### config.mk
export PLATFORM = sky130hd
export DESIGN_NAME = pwm_duty_to_split_hires_compare_unit
export DESIGN_NICKNAME = d
export VERILOG_FILES = /design/src/hw/rtl/pwmsplit_pkg.sv /design/src/hw/rtl/pwm_duty_to_split_hires_compare_unit.sv
export SDC_FILE = /design/constraint.sdc
export NUM_CORES = 2
export LEC_CHECK = 0
export BUFFER_PORTS_ARGS = -buffer_cell sky130_fd_sc_hd__buf_2
export CAP_MARGIN = 30
export CORE_MARGIN = 2
export CORE_UTILIZATION = 65
export DETAILED_ROUTE_END_ITERATION = 8
export PLACE_DENSITY = 0.79
export SYNTH_ARGS = -nofsm -noshare
export SYNTH_HDL_FRONTEND = slang
export SYNTH_SLANG_ARGS = --single-unit
### constraint.sdc
create_clock -name clock -period 8.4 [get_ports clock]
set_input_delay 0 -clock clock [delete_from_list [all_inputs] [get_ports clock]]
set_output_delay 0 -clock clock [all_outputs]
set_load 0.01 [all_outputs]
### src/hw/rtl/pwmsplit_pkg.sv
// Package with the constants and types of the split high-resolution PWM compare unit.
package pwmsplit_pkg;

   // Field widths.
   localparam int RatioW  = 32;
   localparam int PeriodW = 16;
   localparam int ScaleW  = 8;
   localparam int CoarseW = 16;
   localparam int FineW   = 8;

   // Derived widths of the datapath.
   localparam int ProdW   = PeriodW + ScaleW;          // period * scale
   localparam int HalfW   = RatioW / 2;                // ratio is multiplied in two halves
   localparam int PartW   = ProdW + HalfW;             // one partial product
   localparam int WideW   = ProdW + RatioW + 2;        // doubled product plus rounding bias
   localparam int CountW  = WideW - RatioW;            // total fine step count
   localparam int DivisorW = ScaleW + 1;               // 2 * scale
   localparam int QuotW   = CoarseW;                   // coarse value always fits 16 bits
   localparam int DivBitsPerStage = 2;
   localparam int DivStages = QuotW / DivBitsPerStage;

   // Rounding bias added before the final shift: 2^31 - 1.
   localparam logic [WideW-1:0] RoundBias = WideW'((64'd1 << 31) - 64'd1);

   // Register reset values.
   localparam logic [PeriodW-1:0] PeriodReset = 16'd65520;
   localparam logic [ScaleW-1:0]  ScaleReset  = 8'd151;

   // Configuration register indexes.
   localparam int CsrIndexW = 2;
   localparam logic [CsrIndexW-1:0] CsrPeriod = 2'd0;
   localparam logic [CsrIndexW-1:0] CsrScale  = 2'd1;

   // Per-item data carried through the division stages.
   typedef struct packed {
      logic [CountW-1:0]   rem;
      logic [QuotW-1:0]    quot;
      logic [ScaleW-1:0]   scale;
   } div_stage_type;

endpackage

### src/hw/rtl/pwm_duty_to_split_hires_compare_unit.sv
// Top level of the split high-resolution PWM compare unit.
//
//  Channel   Ports                                   Handshake
//  --------  --------------------------------------  -------------------------------
//  request   start, busy, req_duty_ratio             taken when start and not busy
//  response  rsp_valid, rsp_coarse_a/_b, fine_a/_b   one-cycle strobe, no back-pressure
//  csr       csr_valid, csr_ready, csr_index/wdata   written when valid and ready
//
// One item enters every cycle and passes through these stages: one for the
// period * scale product, one for the two partial products with the ratio, one for the
// rounding add, eight two-bit stages of the restoring divider and the output register.
// Reset clears all valid bits and returns both registers to their defaults.
// Nothing stalls: busy stays low and the receiver takes every result as it appears.
module pwm_duty_to_split_hires_compare_unit
   import pwmsplit_pkg::*;
(
   input  logic                 clock,
   input  logic                 reset,
   input  logic                 start,
   output logic                 busy,
   input  logic [RatioW-1:0]    req_duty_ratio,
   output logic                 rsp_valid,
   output logic [CoarseW-1:0]   rsp_coarse_a,
   output logic [FineW-1:0]     rsp_fine_a,
   output logic [CoarseW-1:0]   rsp_coarse_b,
   output logic [FineW-1:0]     rsp_fine_b,
   input  logic                 csr_valid,
   output logic                 csr_ready,
   input  logic [CsrIndexW-1:0] csr_index,
   input  logic [PeriodW-1:0]   csr_wdata
);

   // Configuration registers.
   logic [PeriodW-1:0] period_ff;
   logic [ScaleW-1:0]  scale_ff;

   assign csr_ready = 1'b1;
   assign busy      = 1'b0;

   always_ff @(posedge clock) begin
      if (reset) begin
         period_ff <= PeriodReset;
         scale_ff  <= ScaleReset;
      end else if (csr_valid && csr_ready) begin
         unique case (csr_index)
            CsrPeriod: period_ff <= csr_wdata;
            CsrScale: begin
               // A zero scale would divide by zero, so it is stored as one.
               if (csr_wdata[ScaleW-1:0] == '0) begin
                  scale_ff <= ScaleW'(1);
               end else begin
                  scale_ff <= csr_wdata[ScaleW-1:0];
               end
            end
            default: ;
         endcase
      end
   end

   // Stage 1: period times scale.
   logic              s1_valid_ff;
   logic [ProdW-1:0]  s1_prod_ff;
   logic [ProdW-1:0]  s1_prod_in;
   logic [RatioW-1:0] s1_ratio_ff;
   logic [ScaleW-1:0] s1_scale_ff;

   assign s1_prod_in = ProdW'(period_ff) * ProdW'(scale_ff);

   always_ff @(posedge clock) begin
      if (reset) begin
         s1_valid_ff <= 1'b0;
      end else begin
         s1_valid_ff <= start && !busy;
      end
      s1_prod_ff  <= s1_prod_in;
      s1_ratio_ff <= req_duty_ratio;
      s1_scale_ff <= scale_ff;
   end

   // Stage 2: the product times each half of the ratio.
   logic              s2_valid_ff;
   logic [PartW-1:0]  s2_lo_ff;
   logic [PartW-1:0]  s2_hi_ff;
   logic [PartW-1:0]  s2_lo_in;
   logic [PartW-1:0]  s2_hi_in;
   logic [ScaleW-1:0] s2_scale_ff;

   assign s2_lo_in = PartW'(s1_prod_ff) * PartW'(s1_ratio_ff[HalfW-1:0]);
   assign s2_hi_in = PartW'(s1_prod_ff) * PartW'(s1_ratio_ff[RatioW-1:HalfW]);

   always_ff @(posedge clock) begin
      if (reset) begin
         s2_valid_ff <= 1'b0;
      end else begin
         s2_valid_ff <= s1_valid_ff;
      end
      s2_lo_ff    <= s2_lo_in;
      s2_hi_ff    <= s2_hi_in;
      s2_scale_ff <= s1_scale_ff;
   end

   // Stage 3: combine, double, round and keep the integer part as the step count.
   logic [WideW-1:0] wide_sum;

   assign wide_sum = ((WideW'(s2_hi_ff) << HalfW) + WideW'(s2_lo_ff)) * WideW'(2)
                     + RoundBias;

   // Division pipeline: entry 0 is loaded by stage 3, each later entry
   // resolves two more quotient bits of count / (2 * scale).
   logic          div_valid_ff [0:DivStages];
   div_stage_type div_ff       [0:DivStages];
   div_stage_type div_in       [1:DivStages];

   always_ff @(posedge clock) begin
      if (reset) begin
         div_valid_ff[0] <= 1'b0;
      end else begin
         div_valid_ff[0] <= s2_valid_ff;
      end
      div_ff[0].rem   <= wide_sum[WideW-1:RatioW];
      div_ff[0].quot  <= '0;
      div_ff[0].scale <= s2_scale_ff;
   end

   for (genvar k = 0; k < DivStages; k++) begin : g_div
      always_comb begin
         logic [CountW-1:0] r;
         logic [QuotW-1:0]  q;
         logic [CountW-1:0] trial;
         r = div_ff[k].rem;
         q = div_ff[k].quot;
         for (int j = 0; j < DivBitsPerStage; j++) begin
            trial = CountW'({div_ff[k].scale, 1'b0}) << (QuotW - 1 - k * DivBitsPerStage - j);
            if (r >= trial) begin
               r = r - trial;
               q[QuotW - 1 - k * DivBitsPerStage - j] = 1'b1;
            end
         end
         div_in[k+1].rem   = r;
         div_in[k+1].quot  = q;
         div_in[k+1].scale = div_ff[k].scale;
      end

      always_ff @(posedge clock) begin
         if (reset) begin
            div_valid_ff[k+1] <= 1'b0;
         end else begin
            div_valid_ff[k+1] <= div_valid_ff[k];
         end
         div_ff[k+1] <= div_in[k+1];
      end
   end

   // Output stage: split the remainder between the two channels.
   logic [DivisorW-1:0] rem_final;
   logic [FineW-1:0]    fine_a_in;
   logic [DivisorW-1:0] fine_b_wide;
   logic                carry_b;
   logic [CoarseW-1:0]  coarse_b_in;
   logic [FineW-1:0]    fine_b_in;

   logic               out_valid_ff;
   logic [CoarseW-1:0] coarse_a_ff;
   logic [FineW-1:0]   fine_a_ff;
   logic [CoarseW-1:0] coarse_b_ff;
   logic [FineW-1:0]   fine_b_ff;
   logic [ScaleW-1:0]  out_scale_ff;

   assign rem_final   = div_ff[DivStages].rem[DivisorW-1:0];
   assign fine_a_in   = rem_final[DivisorW-1:1];
   assign fine_b_wide = rem_final - DivisorW'(fine_a_in);
   // When channel B would reach a full coarse count, it takes the carry instead.
   assign carry_b     = (fine_b_wide == DivisorW'(div_ff[DivStages].scale));
   assign coarse_b_in = carry_b ? div_ff[DivStages].quot + CoarseW'(1)
                                : div_ff[DivStages].quot;
   assign fine_b_in   = carry_b ? '0 : fine_b_wide[FineW-1:0];

   always_ff @(posedge clock) begin
      if (reset) begin
         out_valid_ff <= 1'b0;
      end else begin
         out_valid_ff <= div_valid_ff[DivStages];
      end
      coarse_a_ff  <= div_ff[DivStages].quot;
      fine_a_ff    <= fine_a_in;
      coarse_b_ff  <= coarse_b_in;
      fine_b_ff    <= fine_b_in;
      out_scale_ff <= div_ff[DivStages].scale;
   end

   assign rsp_valid    = out_valid_ff;
   assign rsp_coarse_a = coarse_a_ff;
   assign rsp_fine_a   = fine_a_ff;
   assign rsp_coarse_b = coarse_b_ff;
   assign rsp_fine_b   = fine_b_ff;

`ifndef NO_ASSERTIONS
   // The divider must leave a remainder below the doubled scale.
   a_rem_below_divisor: assert property (@(posedge clock) disable iff (reset)
      div_valid_ff[DivStages] |->
         (div_ff[DivStages].rem < CountW'({div_ff[DivStages].scale, 1'b0})))
      else $error("division remainder not below twice the scale");

   // Both fine counts stay below the scale that came with the item.
   a_fine_below_scale: assert property (@(posedge clock) disable iff (reset)
      rsp_valid |-> (rsp_fine_a < out_scale_ff) && (rsp_fine_b < out_scale_ff))
      else $error("fine step count not below scale");

   // Channel B is either level with channel A or one coarse count ahead with no fine steps.
   a_carry_shape: assert property (@(posedge clock) disable iff (reset)
      rsp_valid |-> (rsp_coarse_b == rsp_coarse_a) ||
                    ((rsp_coarse_b == rsp_coarse_a + CoarseW'(1)) && (rsp_fine_b == '0)))
      else $error("channel B carry inconsistent with channel A");
`endif

endmodule

==> impl_metrics.yaml <==
final_layout:
  final_cell_mix: "981 x inv_1, 737 x nand2_1, 714 x fa_1"
  drive_gt1_share_pct: 6.119
  synthToLayoutAreaGrowth_pct: 9.453
  num-nets-final: 7239
  final_cells: 7167
  final_common_cell: "inv_1"
placement:
  dp_hpwl_mm: 97.35
  dpl.cell_count: 6942
  gp_congestion: 0.9393
  post-place-ws_ps: 1112
  portBuffers: 102
logic_synthesis:
  synth.distinct_cells: 94
  ys_warn_count: 0
  synth.cell_area_mm2: 0.05376
  async_flop_share_pct: 0
  syn_avg_cell_area_um2: 9.073
  seq_area_frac_synth_pct: 22.23
  synth_edf_count: 0
  syn-num-nets: 7123
  ys.flop_type: "dfxtp_1"
  syn-instance-count: 5926
  synth-seq-cells: 597
grt:
  grt_pass1_vias: 42540
  grt_max_degree: 37
  antenna_found_initial: 2
  grt.overflow.total: 0
  track_usage_pct: 30.96
  grt_pass1_wl_mm: 212.5
route:
  dr_total_vias: 41039
  wl_mm: 128.5
  via_per_inst: 5.726
  drtAntennaViolNets: 0
  drc: 0
  drt_iter0_drc: 2850
  first_pass_iters: 7
  wire_per_inst_um: 17.93
floorplan:
  rows: 105
  die_h_um: 291.6
  ios: 105
  die_w_um: 291.6
  start_util_pct: 65.58
  die-area_mm2: 0.08503
  coreArea_mm2: 0.08198
critical_path:
  crit_fanout: 24
  path_class: "register to register"
  max_stage_delay_ps: 990
  rr_worst_depth: 23
  cp-start-kind: "register"
  r2r-end: "s2_hi_ff[39]"
  r2r_setup_slack_ps: 1030
  crit_chain: "nand2_1 -> fa_1 -> fa_1 -> inv_1 -> fa_1 -> ha_1 -> inv_1 -> fa_1 -> fa_1 -> inv_1 -> ha_1 -> a211o_1 -> o221a_2 -> o21ai_0 -> a21oi_1 -> o21ai_0 -> buf_4 -> o21ai_0 -> a22oi_1 -> o21ai_0 -> a2111oi_0 -> o21ai_0 -> nor3b_1"
  crit_path_top_delay_cell: "dfxtp_1"
  crit_required_ps: 8920
  critPathArrivalTime_ps: 7890
  r2r-start: "s1_ratio_ff[17]"
  endpoint_kind: "register"
clock_network:
  clkSinkCount: 597
  numCtsBuffers: 68
  cts_tree: "yes"
  cts-htree-levels: 3
  insertion_delay_ps: 630
  clk_pin_slew_worst_paths_ps: 70
  cts_setup_buffers: 0
  ctsRootBufferMaster: "clkbuf_16"
  clock_path_buffers: 3
  cts_resized: 0
status:
  status: "complete, no violations"
sta:
  period_share_pct: 87.77
  rsz0062_at_grt: "false"
  setup_slack_ps: 1027
  finalCriticalPeriod_ps: 7373
  final-setup-viol-count: 0
  max_freq_ghz: 0.1356
  hold_viol_final: 0
  tightest_slew_ps: 1084
  finalSetupTns_ps: 0
  slew_violations: 0
  skew_ps: 29.78
  relSlewSlack_pct: 27.63
hold_path:
  hold_class: "input pin to register"
  min_from: "req_duty_ratio[20]"
  hold_path_end: "s1_ratio_ff[20]"
  holdPathStages: 2
flow_run:
  max_cap_violations: 0
## synthesized netlist by cell type (57+ instances only)
master	instances	area share, %
inv_1	981	6.8
nand2_1	737	5.1
fa_1	714	27
dfxtp_1	597	22
ha_1	429	10
and2_1	408	4.7
xnor2_1	230	3.7
a21oi_1	215	2.0
nor2_1	205	1.4
clkbuf_1	190	1.3
o21ai_0	158	1.5
nor2b_1	81	0.94
xor2_1	77	1.3
a21o_1	74	1.0
nor3_1	74	0.69
nand4_1	70	0.81
nand3_1	57	0.53
## layout make-up
class	count	area, um2
Fill cell	6055	23130
Clock inverter	42	613.1
Inverter	982	3686
Sequential cell	597	11950
Antenna cell	1	2.502
Tap cell	1070	1339
Multi-Input combinational cell	4129	37270
Timing Repair Buffer	264	2156
Clock buffer	82	1824
## critical path: cells and delay by family (launching register included)
family                   cells  cell delay, ps
AO/OA/AOI/OAI               10            2490
adder cells (fa/ha/maj)      7            3140
buffers and inverters        4             290
flip-flops                   1             990
AND/OR/NAND/NOR              2             350
## how the worst max path moves through the flow
stage                        end             from  cells after the start
finish              s2_hi_ff[39]  s1_ratio_ff[17]                     23
global route        s2_hi_ff[39]  s1_ratio_ff[17]                     23
CTS                 s2_hi_ff[39]  s1_ratio_ff[17]                     23
detailed placement  s2_hi_ff[39]  s1_ratio_ff[17]                     23
global placement    s2_hi_ff[39]  s1_ratio_ff[17]                     23
floorplan           s2_hi_ff[39]    s1_prod_ff[9]                     23
## metrics by stage
stage,cell area (um2),utilization (%),hold slack [ps]
finish,58850,71.78,32.94
global route,58850,71.78,20.17
CTS,58730,71.65,6.472
detailed placement,55340,67.50,103.6
global placement,55210,67.34,102.0
floorplan,53760,-,27.72
## sequential cells by signal, summed over array words and instances, names as in the netlist
signal / cells
div_ff: 361
div_valid_ff: 9
period_ff: 16
rsp_coarse_a: 16
rsp_coarse_b: 16
rsp_fine_a: 8
rsp_fine_b: 8
rsp_valid: 1
s1_prod_ff: 24
s1_ratio_ff: 32
s1_scale_ff: 8
s1_valid_ff: 1
s2_hi_ff: 40
s2_lo_ff: 40
s2_scale_ff: 8
s2_valid_ff: 1
scale_ff: 8
## per-layer routing
layer / GRT usage (%) / share of wire, % / vias to the layer above
met2: 52.38 / 48 / 1700
li1: - / - / 19033
met5: 0 / 0 / -
met1: 38.43 / 39 / 19859
met3: 5.183 / 7.6 / 447
met4: 15.51 / 5.5 / 0
## logic make-up after synthesis
kind of cell               synth area share [%]
AOI/OAI and AO/OA                         8.937
buffers and inverters                     8.476
other                                   0.01397
adders and majority gates                 36.57
muxes                                     1.240
xor gates and xnor gates                  5.043
DFF                                       22.23
and+or+nand+nor                           17.49
## repair_timing
action	in CTS	in global routing
hold buffers	96	0
endpoints found under the setup margin	0	0
hold endpoints to repair	68	0
Power is not shown: default switching activity piles up to over one toggle a cycle in this logic, so the estimate is an artifact.
